`src/hw/rtl/rcp_pkg.sv`:
```
package rcp_pkg;

    // geometry constants
    localparam int SCREEN_HEIGHT  = 512;
    localparam int TEX_LOG2       = 6;
    localparam int DIST_FRAC_BITS = 5;

    // field widths
    localparam int COL_W   = 10;
    localparam int ROW_W   = 9;
    localparam int DIST_W  = 16;
    localparam int TCOL_W  = 6;
    localparam int FACE_W  = 2;
    localparam int COLOR_W = 24;
    localparam int TROW_W  = 6;

    // wall height numerator and derived widths
    localparam int HD_NUM_VAL = SCREEN_HEIGHT << DIST_FRAC_BITS;
    localparam int FULLH_W    = $clog2(HD_NUM_VAL + 1);
    localparam int H_W        = $clog2(SCREEN_HEIGHT + 1);
    localparam int K_W        = ((FULLH_W > ROW_W) ? FULLH_W : ROW_W) + 2;

    // divider pipeline shape
    localparam int HD_STEPS  = 2;
    localparam int HD_STAGES = (FULLH_W + HD_STEPS - 1) / HD_STEPS;
    localparam int TD_STEPS  = 2;
    localparam int TD_STAGES = (TEX_LOG2 + TD_STEPS - 1) / TD_STEPS;

    localparam logic [FULLH_W-1:0] HD_NUM = FULLH_W'(HD_NUM_VAL);

    // configuration register indexes
    localparam int CFG_IDX_W = 1;
    typedef enum logic [CFG_IDX_W-1:0] {
        CFG_CEILING_COLOR = 1'b0,
        CFG_FLOOR_COLOR   = 1'b1
    } cfg_reg_t;

    typedef enum logic [1:0] {
        SRC_CEILING = 2'd0,
        SRC_FLOOR   = 2'd1,
        SRC_WALL    = 2'd2,
        SRC_NONE    = 2'd3
    } src_t;

    typedef struct packed {
        logic [COL_W-1:0]  column;
        logic [ROW_W-1:0]  row;
        logic [DIST_W-1:0] distance;
        logic [TCOL_W-1:0] tex_col;
        logic [FACE_W-1:0] wall_face;
    } in_item_t;

    typedef struct packed {
        logic [COL_W-1:0]   column;
        logic [ROW_W-1:0]   row;
        logic [TCOL_W-1:0]  tex_col;
        logic [FACE_W-1:0]  face;
        logic [DIST_W-1:0]  divisor;
        logic [FULLH_W-1:0] num;
        logic [FULLH_W-1:0] quo;
        logic [DIST_W-1:0]  rem;
    } hdiv_t;

    typedef struct packed {
        logic [COL_W-1:0]   column;
        logic [ROW_W-1:0]   row;
        logic [TCOL_W-1:0]  tex_col;
        logic [FACE_W-1:0]  face;
        logic [FULLH_W-1:0] full_h;
        logic [H_W-1:0]     vis_h;
        logic [FULLH_W-1:0] skip;
        logic [H_W-1:0]     offset;
    } geo_t;

    typedef struct packed {
        logic [COL_W-1:0]    column;
        logic [ROW_W-1:0]    row;
        logic [TCOL_W-1:0]   tex_col;
        logic [FACE_W-1:0]   face;
        src_t                src;
        logic [FULLH_W-1:0]  full_h;
        logic [FULLH_W-1:0]  rem;
        logic [TEX_LOG2-1:0] quo;
        logic                sat;
    } tdiv_t;

    typedef struct packed {
        logic [COL_W-1:0]   pixel_column;
        logic [ROW_W-1:0]   pixel_row;
        src_t               source;
        logic [COLOR_W-1:0] pixel_color;
        logic [TROW_W-1:0]  tex_row;
        logic [TCOL_W-1:0]  tex_col_out;
        logic [FACE_W-1:0]  face_out;
    } out_item_t;

endpackage

```
`src/hw/rtl/rcp_in_if.sv`:
```
interface rcp_in_if;
    import rcp_pkg::*;

    logic              valid;
    logic              ready;
    logic [COL_W-1:0]  column;
    logic [ROW_W-1:0]  row;
    logic [DIST_W-1:0] distance;
    logic [TCOL_W-1:0] tex_col;
    logic [FACE_W-1:0] wall_face;

    modport source (
        output valid, column, row, distance, tex_col, wall_face,
        input  ready
    );

    modport sink (
        input  valid, column, row, distance, tex_col, wall_face,
        output ready
    );

endinterface

```
`src/hw/rtl/rcp_out_if.sv`:
```
interface rcp_out_if;
    import rcp_pkg::*;

    logic               valid;
    logic               ready;
    logic [COL_W-1:0]   pixel_column;
    logic [ROW_W-1:0]   pixel_row;
    src_t               pixel_source;
    logic [COLOR_W-1:0] pixel_color;
    logic [TROW_W-1:0]  tex_row;
    logic [TCOL_W-1:0]  tex_col_out;
    logic [FACE_W-1:0]  face_out;

    modport source (
        output valid, pixel_column, pixel_row, pixel_source, pixel_color, tex_row,
               tex_col_out, face_out,
        input  ready
    );

    modport sink (
        input  valid, pixel_column, pixel_row, pixel_source, pixel_color, tex_row,
               tex_col_out, face_out,
        output ready
    );

endinterface

```
`src/hw/rtl/rcp_height_div.sv`:
```
module rcp_height_div (
    input  logic             clk,
    input  logic             rst_n,
    input  logic             en,
    input  logic             in_valid,
    input  rcp_pkg::in_item_t in_item,
    output logic             out_valid,
    output rcp_pkg::hdiv_t   out_item
);
    import rcp_pkg::*;

    // one restoring step: bring down the next numerator bit, try the subtract
    function automatic hdiv_t hdiv_step(input hdiv_t x);
        logic [DIST_W:0] r2;
        logic            ge;
        hdiv_t           y;
        y     = x;
        r2    = {x.rem, x.num[FULLH_W-1]};
        ge    = (r2 >= {1'b0, x.divisor});
        y.rem = ge ? DIST_W'(r2 - {1'b0, x.divisor}) : r2[DIST_W-1:0];
        y.quo = {x.quo[FULLH_W-2:0], ge};
        y.num = {x.num[FULLH_W-2:0], 1'b0};
        return y;
    endfunction

    hdiv_t                stage_reg  [HD_STAGES];
    hdiv_t                stage_next [HD_STAGES];
    logic [HD_STAGES-1:0] valid_reg;
    logic [HD_STAGES-1:0] valid_next;
    hdiv_t                entry;

    always_comb
    begin
        entry.column  = in_item.column;
        entry.row     = in_item.row;
        entry.tex_col = in_item.tex_col;
        entry.face    = in_item.wall_face;
        // zero distance counts as one
        entry.divisor = (in_item.distance == '0) ? DIST_W'(1) : in_item.distance;
        entry.num     = HD_NUM;
        entry.quo     = '0;
        entry.rem     = '0;
    end

    for (genvar s = 0; s < HD_STAGES; s++)
    begin : g_stage
        hdiv_t work;

        always_comb
        begin
            if (s == 0)
            begin
                work = entry;
            end
            else
            begin
                work = stage_reg[(s == 0) ? 0 : s - 1];
            end
            for (int i = 0; i < HD_STEPS; i++)
            begin
                if (s * HD_STEPS + i < FULLH_W)
                begin
                    work = hdiv_step(work);
                end
            end
            stage_next[s] = work;
        end

        always_ff @(posedge clk)
        begin
            if (en)
            begin
                stage_reg[s] <= stage_next[s];
            end
        end
    end

    assign valid_next = {valid_reg[HD_STAGES-2:0], in_valid};

    always_ff @(posedge clk or negedge rst_n)
    begin
        if (!rst_n)
        begin
            valid_reg <= '0;
        end
        else if (en)
        begin
            valid_reg <= valid_next;
        end
    end

    assign out_valid = valid_reg[HD_STAGES-1];
    assign out_item  = stage_reg[HD_STAGES-1];

endmodule

```
`src/hw/rtl/rcp_texrow.sv`:
```
module rcp_texrow (
    input  logic                              clk,
    input  logic                              rst_n,
    input  logic                              en,
    input  logic                              in_valid,
    input  rcp_pkg::hdiv_t                    in_item,
    input  logic [rcp_pkg::COLOR_W-1:0]       ceiling_color,
    input  logic [rcp_pkg::COLOR_W-1:0]       floor_color,
    output logic                              out_valid,
    output rcp_pkg::out_item_t                out_item
);
    import rcp_pkg::*;

    localparam logic [FULLH_W-1:0]  SH_FULL = FULLH_W'(SCREEN_HEIGHT);
    localparam logic [H_W-1:0]      SH_VIS  = H_W'(SCREEN_HEIGHT);
    localparam logic [TEX_LOG2-1:0] TQ_MAX  = '1;

    function automatic tdiv_t tdiv_step(input tdiv_t x);
        logic [FULLH_W:0] r2;
        logic             ge;
        tdiv_t            y;
        y     = x;
        r2    = {x.rem, 1'b0};
        ge    = (r2 >= {1'b0, x.full_h});
        y.rem = ge ? FULLH_W'(r2 - {1'b0, x.full_h}) : r2[FULLH_W-1:0];
        y.quo = {x.quo[TEX_LOG2-2:0], ge};
        return y;
    endfunction

    // clip stage
    geo_t g1_reg;
    geo_t g1_next;
    logic g1_valid_reg;
    logic clip;

    always_comb
    begin
        clip            = (in_item.quo > SH_FULL);
        g1_next.column  = in_item.column;
        g1_next.row     = in_item.row;
        g1_next.tex_col = in_item.tex_col;
        g1_next.face    = in_item.face;
        g1_next.full_h  = in_item.quo;
        g1_next.vis_h   = clip ? SH_VIS : H_W'(in_item.quo);
        g1_next.skip    = clip ? ((in_item.quo - SH_FULL) >> 1) : '0;
        g1_next.offset  = (SH_VIS - g1_next.vis_h) >> 1;
    end

    // classify stage, then texture divider stages
    tdiv_t              td_reg  [TD_STAGES+1];
    tdiv_t              td_next [TD_STAGES+1];
    logic [TD_STAGES:0] td_valid_reg;

    logic [K_W-1:0] row_k;
    logic [K_W-1:0] off_k;
    logic [K_W-1:0] bottom_k;
    logic [K_W-1:0] k_val;

    always_comb
    begin
        row_k    = K_W'(g1_reg.row);
        off_k    = K_W'(g1_reg.offset);
        bottom_k = K_W'(g1_reg.vis_h) + off_k;
        k_val    = row_k - off_k + K_W'(g1_reg.skip);

        td_next[0].column  = g1_reg.column;
        td_next[0].row     = g1_reg.row;
        td_next[0].tex_col = g1_reg.tex_col;
        td_next[0].face    = g1_reg.face;
        td_next[0].full_h  = g1_reg.full_h;
        td_next[0].rem     = FULLH_W'(k_val);
        td_next[0].quo     = '0;
        // row at or past the full height saturates the texture row
        td_next[0].sat     = (k_val >= K_W'(g1_reg.full_h));
        if (row_k < off_k)
        begin
            td_next[0].src = SRC_CEILING;
        end
        else if (row_k > bottom_k)
        begin
            td_next[0].src = SRC_FLOOR;
        end
        else if (g1_reg.full_h == '0)
        begin
            td_next[0].src = SRC_NONE;
        end
        else
        begin
            td_next[0].src = SRC_WALL;
        end
    end

    for (genvar s = 1; s <= TD_STAGES; s++)
    begin : g_td
        tdiv_t work;

        always_comb
        begin
            work = td_reg[s-1];
            for (int i = 0; i < TD_STEPS; i++)
            begin
                if ((s - 1) * TD_STEPS + i < TEX_LOG2)
                begin
                    work = tdiv_step(work);
                end
            end
            td_next[s] = work;
        end
    end

    // result stage
    out_item_t out_reg;
    out_item_t out_next;
    logic      out_valid_reg;
    tdiv_t     last;

    always_comb
    begin
        last                  = td_reg[TD_STAGES];
        out_next.pixel_column = last.column;
        out_next.pixel_row    = last.row;
        out_next.source       = last.src;
        out_next.tex_col_out  = last.tex_col;
        out_next.face_out     = last.face;
        out_next.pixel_color  = '0;
        out_next.tex_row      = '0;
        case (last.src)
            SRC_CEILING: out_next.pixel_color = ceiling_color;
            SRC_FLOOR:   out_next.pixel_color = floor_color;
            SRC_WALL:    out_next.tex_row = last.sat ? TROW_W'(TQ_MAX) : TROW_W'(last.quo);
            default:     out_next.pixel_color = '0;
        endcase
    end

    always_ff @(posedge clk)
    begin
        if (en)
        begin
            g1_reg  <= g1_next;
            out_reg <= out_next;
            for (int s = 0; s <= TD_STAGES; s++)
            begin
                td_reg[s] <= td_next[s];
            end
        end
    end

    always_ff @(posedge clk or negedge rst_n)
    begin
        if (!rst_n)
        begin
            g1_valid_reg  <= 1'b0;
            td_valid_reg  <= '0;
            out_valid_reg <= 1'b0;
        end
        else if (en)
        begin
            g1_valid_reg  <= in_valid;
            td_valid_reg  <= {td_valid_reg[TD_STAGES-1:0], g1_valid_reg};
            out_valid_reg <= td_valid_reg[TD_STAGES];
        end
    end

    assign out_valid = out_valid_reg;
    assign out_item  = out_reg;

endmodule

```
`src/hw/rtl/rcp_out_fifo.sv`:
```
module rcp_out_fifo (
    input  logic               clk,
    input  logic               rst_n,
    input  logic               push_valid,
    input  rcp_pkg::out_item_t push_item,
    output logic               room,
    rcp_out_if.source          pix_out
);
    import rcp_pkg::*;

    out_item_t  mem_reg [2];
    logic       wr_ptr_reg;
    logic       wr_ptr_next;
    logic       rd_ptr_reg;
    logic       rd_ptr_next;
    logic [1:0] fill_reg;
    logic [1:0] fill_next;
    logic       push;
    logic       pop;
    out_item_t  head;

    // room depends on fill alone, so ready upstream never waits on ready downstream
    assign room = (fill_reg != 2'd2);
    assign push = push_valid && room;
    assign pop  = pix_out.valid && pix_out.ready;

    always_comb
    begin
        wr_ptr_next = push ? ~wr_ptr_reg : wr_ptr_reg;
        rd_ptr_next = pop ? ~rd_ptr_reg : rd_ptr_reg;
        fill_next   = fill_reg;
        if (push && !pop)
        begin
            fill_next = fill_reg + 2'd1;
        end
        else if (pop && !push)
        begin
            fill_next = fill_reg - 2'd1;
        end
    end

    always_ff @(posedge clk or negedge rst_n)
    begin
        if (!rst_n)
        begin
            wr_ptr_reg <= 1'b0;
            rd_ptr_reg <= 1'b0;
            fill_reg   <= 2'd0;
        end
        else
        begin
            wr_ptr_reg <= wr_ptr_next;
            rd_ptr_reg <= rd_ptr_next;
            fill_reg   <= fill_next;
        end
    end

    always_ff @(posedge clk)
    begin
        if (push)
        begin
            mem_reg[wr_ptr_reg] <= push_item;
        end
    end

    assign head                 = mem_reg[rd_ptr_reg];
    assign pix_out.valid        = (fill_reg != 2'd0);
    assign pix_out.pixel_column = head.pixel_column;
    assign pix_out.pixel_row    = head.pixel_row;
    assign pix_out.pixel_source = head.source;
    assign pix_out.pixel_color  = head.pixel_color;
    assign pix_out.tex_row      = head.tex_row;
    assign pix_out.tex_col_out  = head.tex_col_out;
    assign pix_out.face_out     = head.face_out;

    a_fill_range: assert property (@(posedge clk) disable iff (!rst_n)
        fill_reg != 2'd3)
        else $error("output buffer fill out of range");

    a_fill_up: assert property (@(posedge clk) disable iff (!rst_n)
        push && !pop |=> fill_reg == $past(fill_reg) + 2'd1)
        else $error("output buffer lost a transfer");

    a_fill_down: assert property (@(posedge clk) disable iff (!rst_n)
        pop && !push |=> fill_reg == $past(fill_reg) - 2'd1)
        else $error("output buffer repeated a transfer");

endmodule

```
`src/hw/rtl/raycast_column_pixel_core.sv`:
```
// Raycaster column pixel core: one screen pixel in, one classified pixel out, one per
// clock while the buffer has room. Wall height is (SCREEN_HEIGHT << 5) / distance,
// worked out by a restoring divider spread over 8 stages of up to two quotient bits
// each (15 bits in all); geometry and row class take 2 stages, the texture row divider
// 3 stages at two bits each, and the result register one. A two-entry output buffer
// keeps input ready dependent only on its own fill, and a stall holds the whole
// pipeline. Colors are written through the cfg port; the user must do so only while
// idle, which the block does not enforce.
module raycast_column_pixel_core (
    input  logic                          clk,
    input  logic                          rst_n,
    rcp_in_if.sink                        pix_in,
    rcp_out_if.source                     pix_out,
    input  logic                          cfg_we,
    input  logic [rcp_pkg::CFG_IDX_W-1:0] cfg_index,
    input  logic [rcp_pkg::COLOR_W-1:0]   cfg_data
);
    import rcp_pkg::*;

    logic [COLOR_W-1:0] ceiling_color_reg;
    logic [COLOR_W-1:0] floor_color_reg;
    logic               pipe_en;
    in_item_t           in_item;
    logic               hd_valid;
    hdiv_t              hd_item;
    logic               tr_valid;
    out_item_t          tr_item;

    always_ff @(posedge clk or negedge rst_n)
    begin
        if (!rst_n)
        begin
            ceiling_color_reg <= '0;
            floor_color_reg   <= '0;
        end
        else if (cfg_we)
        begin
            unique case (cfg_index)
                CFG_CEILING_COLOR: ceiling_color_reg <= cfg_data;
                CFG_FLOOR_COLOR:   floor_color_reg   <= cfg_data;
            endcase
        end
    end

    assign in_item.column    = pix_in.column;
    assign in_item.row       = pix_in.row;
    assign in_item.distance  = pix_in.distance;
    assign in_item.tex_col   = pix_in.tex_col;
    assign in_item.wall_face = pix_in.wall_face;
    assign pix_in.ready      = pipe_en;

    rcp_height_div u_height_div (
        .clk       (clk),
        .rst_n     (rst_n),
        .en        (pipe_en),
        .in_valid  (pix_in.valid),
        .in_item   (in_item),
        .out_valid (hd_valid),
        .out_item  (hd_item)
    );

    rcp_texrow u_texrow (
        .clk           (clk),
        .rst_n         (rst_n),
        .en            (pipe_en),
        .in_valid      (hd_valid),
        .in_item       (hd_item),
        .ceiling_color (ceiling_color_reg),
        .floor_color   (floor_color_reg),
        .out_valid     (tr_valid),
        .out_item      (tr_item)
    );

    rcp_out_fifo u_out_fifo (
        .clk        (clk),
        .rst_n      (rst_n),
        .push_valid (tr_valid),
        .push_item  (tr_item),
        .room       (pipe_en),
        .pix_out    (pix_out)
    );

    a_wall_no_color: assert property (@(posedge clk) disable iff (!rst_n)
        pix_out.valid && (pix_out.pixel_source == SRC_WALL
                          || pix_out.pixel_source == SRC_NONE)
        |-> pix_out.pixel_color == '0)
        else $error("wall or no-draw pixel carries a color");

    a_flat_no_texrow: assert property (@(posedge clk) disable iff (!rst_n)
        pix_out.valid && pix_out.pixel_source != SRC_WALL |-> pix_out.tex_row == '0)
        else $error("non-wall pixel carries a texture row");

endmodule

```
`src/flat_wrapper.sv`:
```
// flat-port wrapper written by rule: the top's interface ports become plain ports
module raycast_column_pixel_core_flat import rcp_pkg::*;
  (clk, rst_n, cfg_we, cfg_index, cfg_data, pix_in_valid, pix_in_column, pix_in_row, pix_in_distance, pix_in_tex_col, pix_in_wall_face, pix_in_ready, pix_out_valid, pix_out_pixel_column, pix_out_pixel_row, pix_out_pixel_source, pix_out_pixel_color, pix_out_tex_row, pix_out_tex_col_out, pix_out_face_out, pix_out_ready);
  rcp_in_if pix_in_i ();
  rcp_out_if pix_out_i ();
  input  logic clk;
  input  logic rst_n;
  input  logic cfg_we;
  input  logic [rcp_pkg::CFG_IDX_W-1:0] cfg_index;
  input  logic [rcp_pkg::COLOR_W-1:0] cfg_data;
  input wire logic [$bits(pix_in_i.valid)-1:0] pix_in_valid;
  input wire logic [$bits(pix_in_i.column)-1:0] pix_in_column;
  input wire logic [$bits(pix_in_i.row)-1:0] pix_in_row;
  input wire logic [$bits(pix_in_i.distance)-1:0] pix_in_distance;
  input wire logic [$bits(pix_in_i.tex_col)-1:0] pix_in_tex_col;
  input wire logic [$bits(pix_in_i.wall_face)-1:0] pix_in_wall_face;
  output wire logic [$bits(pix_in_i.ready)-1:0] pix_in_ready;
  output wire logic [$bits(pix_out_i.valid)-1:0] pix_out_valid;
  output wire logic [$bits(pix_out_i.pixel_column)-1:0] pix_out_pixel_column;
  output wire logic [$bits(pix_out_i.pixel_row)-1:0] pix_out_pixel_row;
  output wire logic [$bits(pix_out_i.pixel_source)-1:0] pix_out_pixel_source;
  output wire logic [$bits(pix_out_i.pixel_color)-1:0] pix_out_pixel_color;
  output wire logic [$bits(pix_out_i.tex_row)-1:0] pix_out_tex_row;
  output wire logic [$bits(pix_out_i.tex_col_out)-1:0] pix_out_tex_col_out;
  output wire logic [$bits(pix_out_i.face_out)-1:0] pix_out_face_out;
  input wire logic [$bits(pix_out_i.ready)-1:0] pix_out_ready;
  assign pix_in_i.valid = pix_in_valid;
  assign pix_in_i.column = pix_in_column;
  assign pix_in_i.row = pix_in_row;
  assign pix_in_i.distance = pix_in_distance;
  assign pix_in_i.tex_col = pix_in_tex_col;
  assign pix_in_i.wall_face = pix_in_wall_face;
  assign pix_in_ready = pix_in_i.ready;
  assign pix_out_valid = pix_out_i.valid;
  assign pix_out_pixel_column = pix_out_i.pixel_column;
  assign pix_out_pixel_row = pix_out_i.pixel_row;
  assign pix_out_pixel_source = pix_out_i.pixel_source;
  assign pix_out_pixel_color = pix_out_i.pixel_color;
  assign pix_out_tex_row = pix_out_i.tex_row;
  assign pix_out_tex_col_out = pix_out_i.tex_col_out;
  assign pix_out_face_out = pix_out_i.face_out;
  assign pix_out_i.ready = pix_out_ready;
  raycast_column_pixel_core u_core (.clk(clk), .rst_n(rst_n), .pix_in(pix_in_i), .pix_out(pix_out_i), .cfg_we(cfg_we), .cfg_index(cfg_index), .cfg_data(cfg_data));
endmodule
```
`config.mk`:
```
export PLATFORM = sky130hd
export DESIGN_NAME = raycast_column_pixel_core_flat
export DESIGN_NICKNAME = d
export VERILOG_FILES = /design/src/hw/rtl/rcp_pkg.sv /design/src/hw/rtl/rcp_in_if.sv /design/src/hw/rtl/rcp_out_if.sv /design/src/hw/rtl/rcp_height_div.sv /design/src/hw/rtl/rcp_texrow.sv /design/src/hw/rtl/rcp_out_fifo.sv /design/src/hw/rtl/raycast_column_pixel_core.sv /design/src/flat_wrapper.sv
export SDC_FILE = /design/constraint.sdc
export NUM_CORES = 2
export LEC_CHECK = 0
export ABC_CLOCK_PERIOD_IN_PS = 30700
export BUFFER_PORTS_ARGS = -buffer_cell sky130_fd_sc_hd__buf_2
export CORE_MARGIN = 2
export CORE_UTILIZATION = 38
export DETAILED_ROUTE_END_ITERATION = 16
export SLEW_MARGIN = 20
export SYNTH_ARGS = -nofsm -noshare
export SYNTH_HDL_FRONTEND = slang
export SYNTH_SLANG_ARGS = --single-unit
```
`constraint.sdc`:
```
create_clock -name clk -period 30.7 [get_ports clk]
set_clock_uncertainty 0.2 [all_clocks]
set_input_delay 3.07 -clock clk [delete_from_list [all_inputs] [get_ports clk]]
set_output_delay 3.07 -clock clk [all_outputs]
set_load 0.03 [all_outputs]
```
==> impl_metrics.csv <==
group,metric,value,unit
sta,setup_viol,0,
route,vias,31400,
route,via_per_inst,5.06,
global_routing,gr-total-overflow,0,
clocking,numCtsBuffers,112,
layout,drive_gt1_share,16.0,%
clocking,post_cts_resized,0,
critical_path,slowest_delay,0.57,ns
route,drtPass1Iterations,5,
critical_path,crit_required,30.95,ns
sta,drv_slew,0,
clocking,cts_sinks,1051,
clocking,cts_tree,"yes",
clocking,cts_setup_buffers,0,
floorplan,die_area,0.143,mm²
sta,max_freq,0.131,GHz
synthesis,synth.ff_latch_count,1051,
sta,hold_viol_final,0,
critical_path,critPathMaxFanout,9,
critical_path,crit_buf_inv,4,
synthesis,synthCells,4041,
floorplan,io_pins,134,
layout,fin_area,0.0600,mm²
synthesis,yosys.area_share.simple,7.67,%
run_status,status,"finished clean",
layout,largest_reg_flops,511,
layout,area_delta_synth_final,13.0,%
sta,tightest_slew,1.08,ns
clocking,clockBufferDepth,3,
global_routing,grt_max_degree,183,
clocking,clk_latency,0.75,ns
layout,nets,4695,
sta,relSlewSlack,27.0,%
layout,finish.utilization,43.1,%
synthesis,synth_flop_cell,"edfxtp_1",
critical_path,start_kind,"primary input",
run,drv_cap,0,
layout,fill_cells,12700,
clocking,cts_max_level,3,
synthesis,synth_async_sr_flop_share,6.28,%
layout,antenna_cells,0,
hold_path,hold_class,"flop to flop",
synthesis,synthesis.nets,4491,
synthesis,synth_edf_count,985,
critical_path,crit_path_top_delay_cell,"nor3_1",
critical_path,crit_chain,"buf_2 -> inv_1 -> ha_1 -> nor3b_1 -> nand3_1 -> a21oi_1 -> clkinv_1 -> nor3_1 -> ha_1 -> nand4_1 -> nor2_1 -> a311o_1 -> nor3_1 -> o211ai_1 -> nand2_1 -> clkinv_1 -> mux2_2",
global_routing,grt_use_met3,2.22,%
floorplan,die_x,378,µm
sta,finalCritPeriodShare,24.8,%
critical_path,timing.critical_path.to_type,"flop",
clocking,holdBufCountCts,0,
sta,fin_tns_setup,0,ns
synthesis,ys_seq_area_share,58.9,%
global_routing,grt_antenna_before_repair,2,
global_routing,grtUsageTotal,14.4,%
floorplan,initial_core_util,38.2,%
route,routed_wl,104000,µm
layout,finalNonFillerCells,6214,
synthesis,synth_cell_types,89,
critical_path,rrSetupSlack,24.13,ns
route,drt-initial-drc-count,1720,
route,drtAntennaViolNets,0,
floorplan,core,0.139,mm²
floorplan,die_h,378,µm
placed_design,placed_cell_area,0.0560,mm²
synthesis,synth_xor_area_share,3.90,%
floorplan,rows,137,
global_routing,grt_pass1_vias,30900,
synthesis,synth_mux_area_share,6.99,%
synthesis,syn_area_per_cell,13.1,µm²
synthesis,synth_area,0.0531,mm²
clocking,root_buffer,"clkbuf_16",
synthesis,ys_warn_count,0,
critical_path,path_delay_family,"simple AND/OR/NAND/NOR gates",
global_routing,grt_pass1_wl,165000,µm
global_routing,grtUsageMet2,24.8,%
placed_design,dp_hpwl,75500,µm
global_routing,globalRouteMet1Util,18.1,%
critical_path,critPathKind,"primary input to flop",
clocking,clk_pin_slew,0.06,ns
route,wire_per_inst,16.7,µm
placed_design,io_buffers,133,
route,drc_errors,0,
global_routing,grt_busiest_layer,"met2",
synthesis,synth_top_family_by_area,"compound AO/OA/AOI/OAI gates",
sta,grt_setup_unrepaired,"no",
critical_path,crit_arrival,7.87,ns
synthesis,synth_fa_ha_area_share,9.06,%
placed_design,place_inst,6007,
sta,post-route-min-period,7.62,ns
placed_design,gp_congestion,0.854,
synthesis,synth_compound_area_share,10.8,%
==> layout by cell type, fill, tap and decap left out, types with 62 or more instances in the layout <==
master / n
ha_1: 365
inv_1: 293
a21o_1: 100
nor3_1: 89
xor2_1: 90
xnor2_1: 146
o21ai_0: 165
clkbuf_16: 112
nor2_1: 232
o21a_1: 62
dfrtp_1: 65
buf_2: 133
a21oi_1: 188
mux2_2: 284
nand2_1: 181
edfxtp_1: 985
==> final timing paths <==
path | startpoint | end | cells after the start
max reg2reg | u_core.u_height_div.stage_reg[0][310] | u_core.u_height_div.stage_reg[1][14] | 18
min reg2reg | u_core.u_height_div.stage_reg[1][173] | u_core.u_height_div.stage_reg[1][261] | 0
min | u_core.u_height_div.stage_reg[1][173] | u_core.u_height_div.stage_reg[1][261] | 0
max in group asynchronous | rst_n | u_core.u_out_fifo.rd_ptr_reg | 2
min in group asynchronous | rst_n | u_core.ceiling_color_reg[16] | 2
max | pix_in_distance[1] | u_core.u_height_div.stage_reg[0][9] | 17
==> layout make-up <==
type                       instances  area, µm²  share of cell area (%)
inverter                         300       1130                    1.88
clock buffer                     129       2930                    4.88
clock inverter                    78       1030                    1.73
multi-input combinational       2621      20400                    34.1
timing repair buffer             159        873                    1.46
sequential                      1051      31200                    52.1
tap                             1876       2350                    3.91
==> per-stage QoR <==
stage	worst slack, ns	hold WS (ns)
floorplan	13.96	0.200
global route	22.68	0.189
finish	23.08	0.187
CTS	23.12	0.184
detailed placement	22.36	0.205
global placement	22.40	0.200
==> worst reg2reg max path: stages, from the launching register on <==
cell and delay, ns:
edfxtp_1 0.47, inv_1 0.18, ha_1 0.27, nor2b_1 0.15
o31ai_1 0.55, a311o_1 0.42, a21oi_1 0.12, nor2b_1 0.12
buf_4 0.24, clkinv_1 0.34, mux2i_1 0.30, inv_1 0.07
ha_1 0.23, a2111oi_0 0.54, a211oi_1 0.18, a211o_1 0.33
a311o_1 0.46, a211oi_4 0.73, mux2_2 0.42
==> synth_stat cells, types with 11 or more instances <==
| master | count | area (µm²) |
|---|---|---|
| o21bai_1 | 25 | 188 |
| xor2_1 | 90 | 788 |
| o211ai_1 | 15 | 113 |
| nor3_1 | 89 | 445 |
| a2111oi_0 | 18 | 158 |
| edfxtp_1 | 985 | 29600 |
| nand2_1 | 181 | 679 |
| nor4_1 | 16 | 100 |
| a21oi_1 | 188 | 941 |
| mux2i_1 | 41 | 410 |
| clkbuf_1 | 54 | 203 |
| or3_1 | 13 | 81.3 |
| nand3_1 | 54 | 270 |
| nand2b_1 | 31 | 194 |
| a211oi_1 | 49 | 368 |
| ha_1 | 365 | 4570 |
| fa_1 | 12 | 240 |
| xnor2_1 | 146 | 1280 |
| nor2b_1 | 55 | 344 |
| o2111ai_1 | 12 | 105 |
| and3_1 | 30 | 188 |
| and2_1 | 30 | 188 |
| a211o_1 | 16 | 140 |
| nor2_1 | 233 | 875 |
| or2_2 | 30 | 188 |
| inv_1 | 293 | 1100 |
| a31oi_1 | 33 | 206 |
| o31ai_1 | 22 | 165 |
| o21a_1 | 62 | 465 |
| dfrtp_1 | 66 | 1650 |
| mux2_2 | 284 | 3200 |
| a21o_1 | 100 | 751 |
| nand4_1 | 35 | 219 |
| o21ai_0 | 165 | 826 |
| a31o_2 | 11 | 96.3 |
| a21boi_0 | 15 | 113 |
==> cell families (layout without fill, tap and decap cells) <==
family          after synthesis  count (layout)
flops                      1051            1051
compound gates              841             841
simple gates                833             833
fa+ha+maj                   377             377
buf+inv                     369             666
mux                         334             334
xor+xnor                    236             236
==> metal layers <==
metal,vias up,part of all wire (%)
met5,-,0.013
met4,2,3.1
met3,186,3.6
met2,532,49
met1,15000,44
li1,15700,-
Power is not shown: default switching activity piles up to over one toggle a cycle in this logic, so the estimate is an artifact.
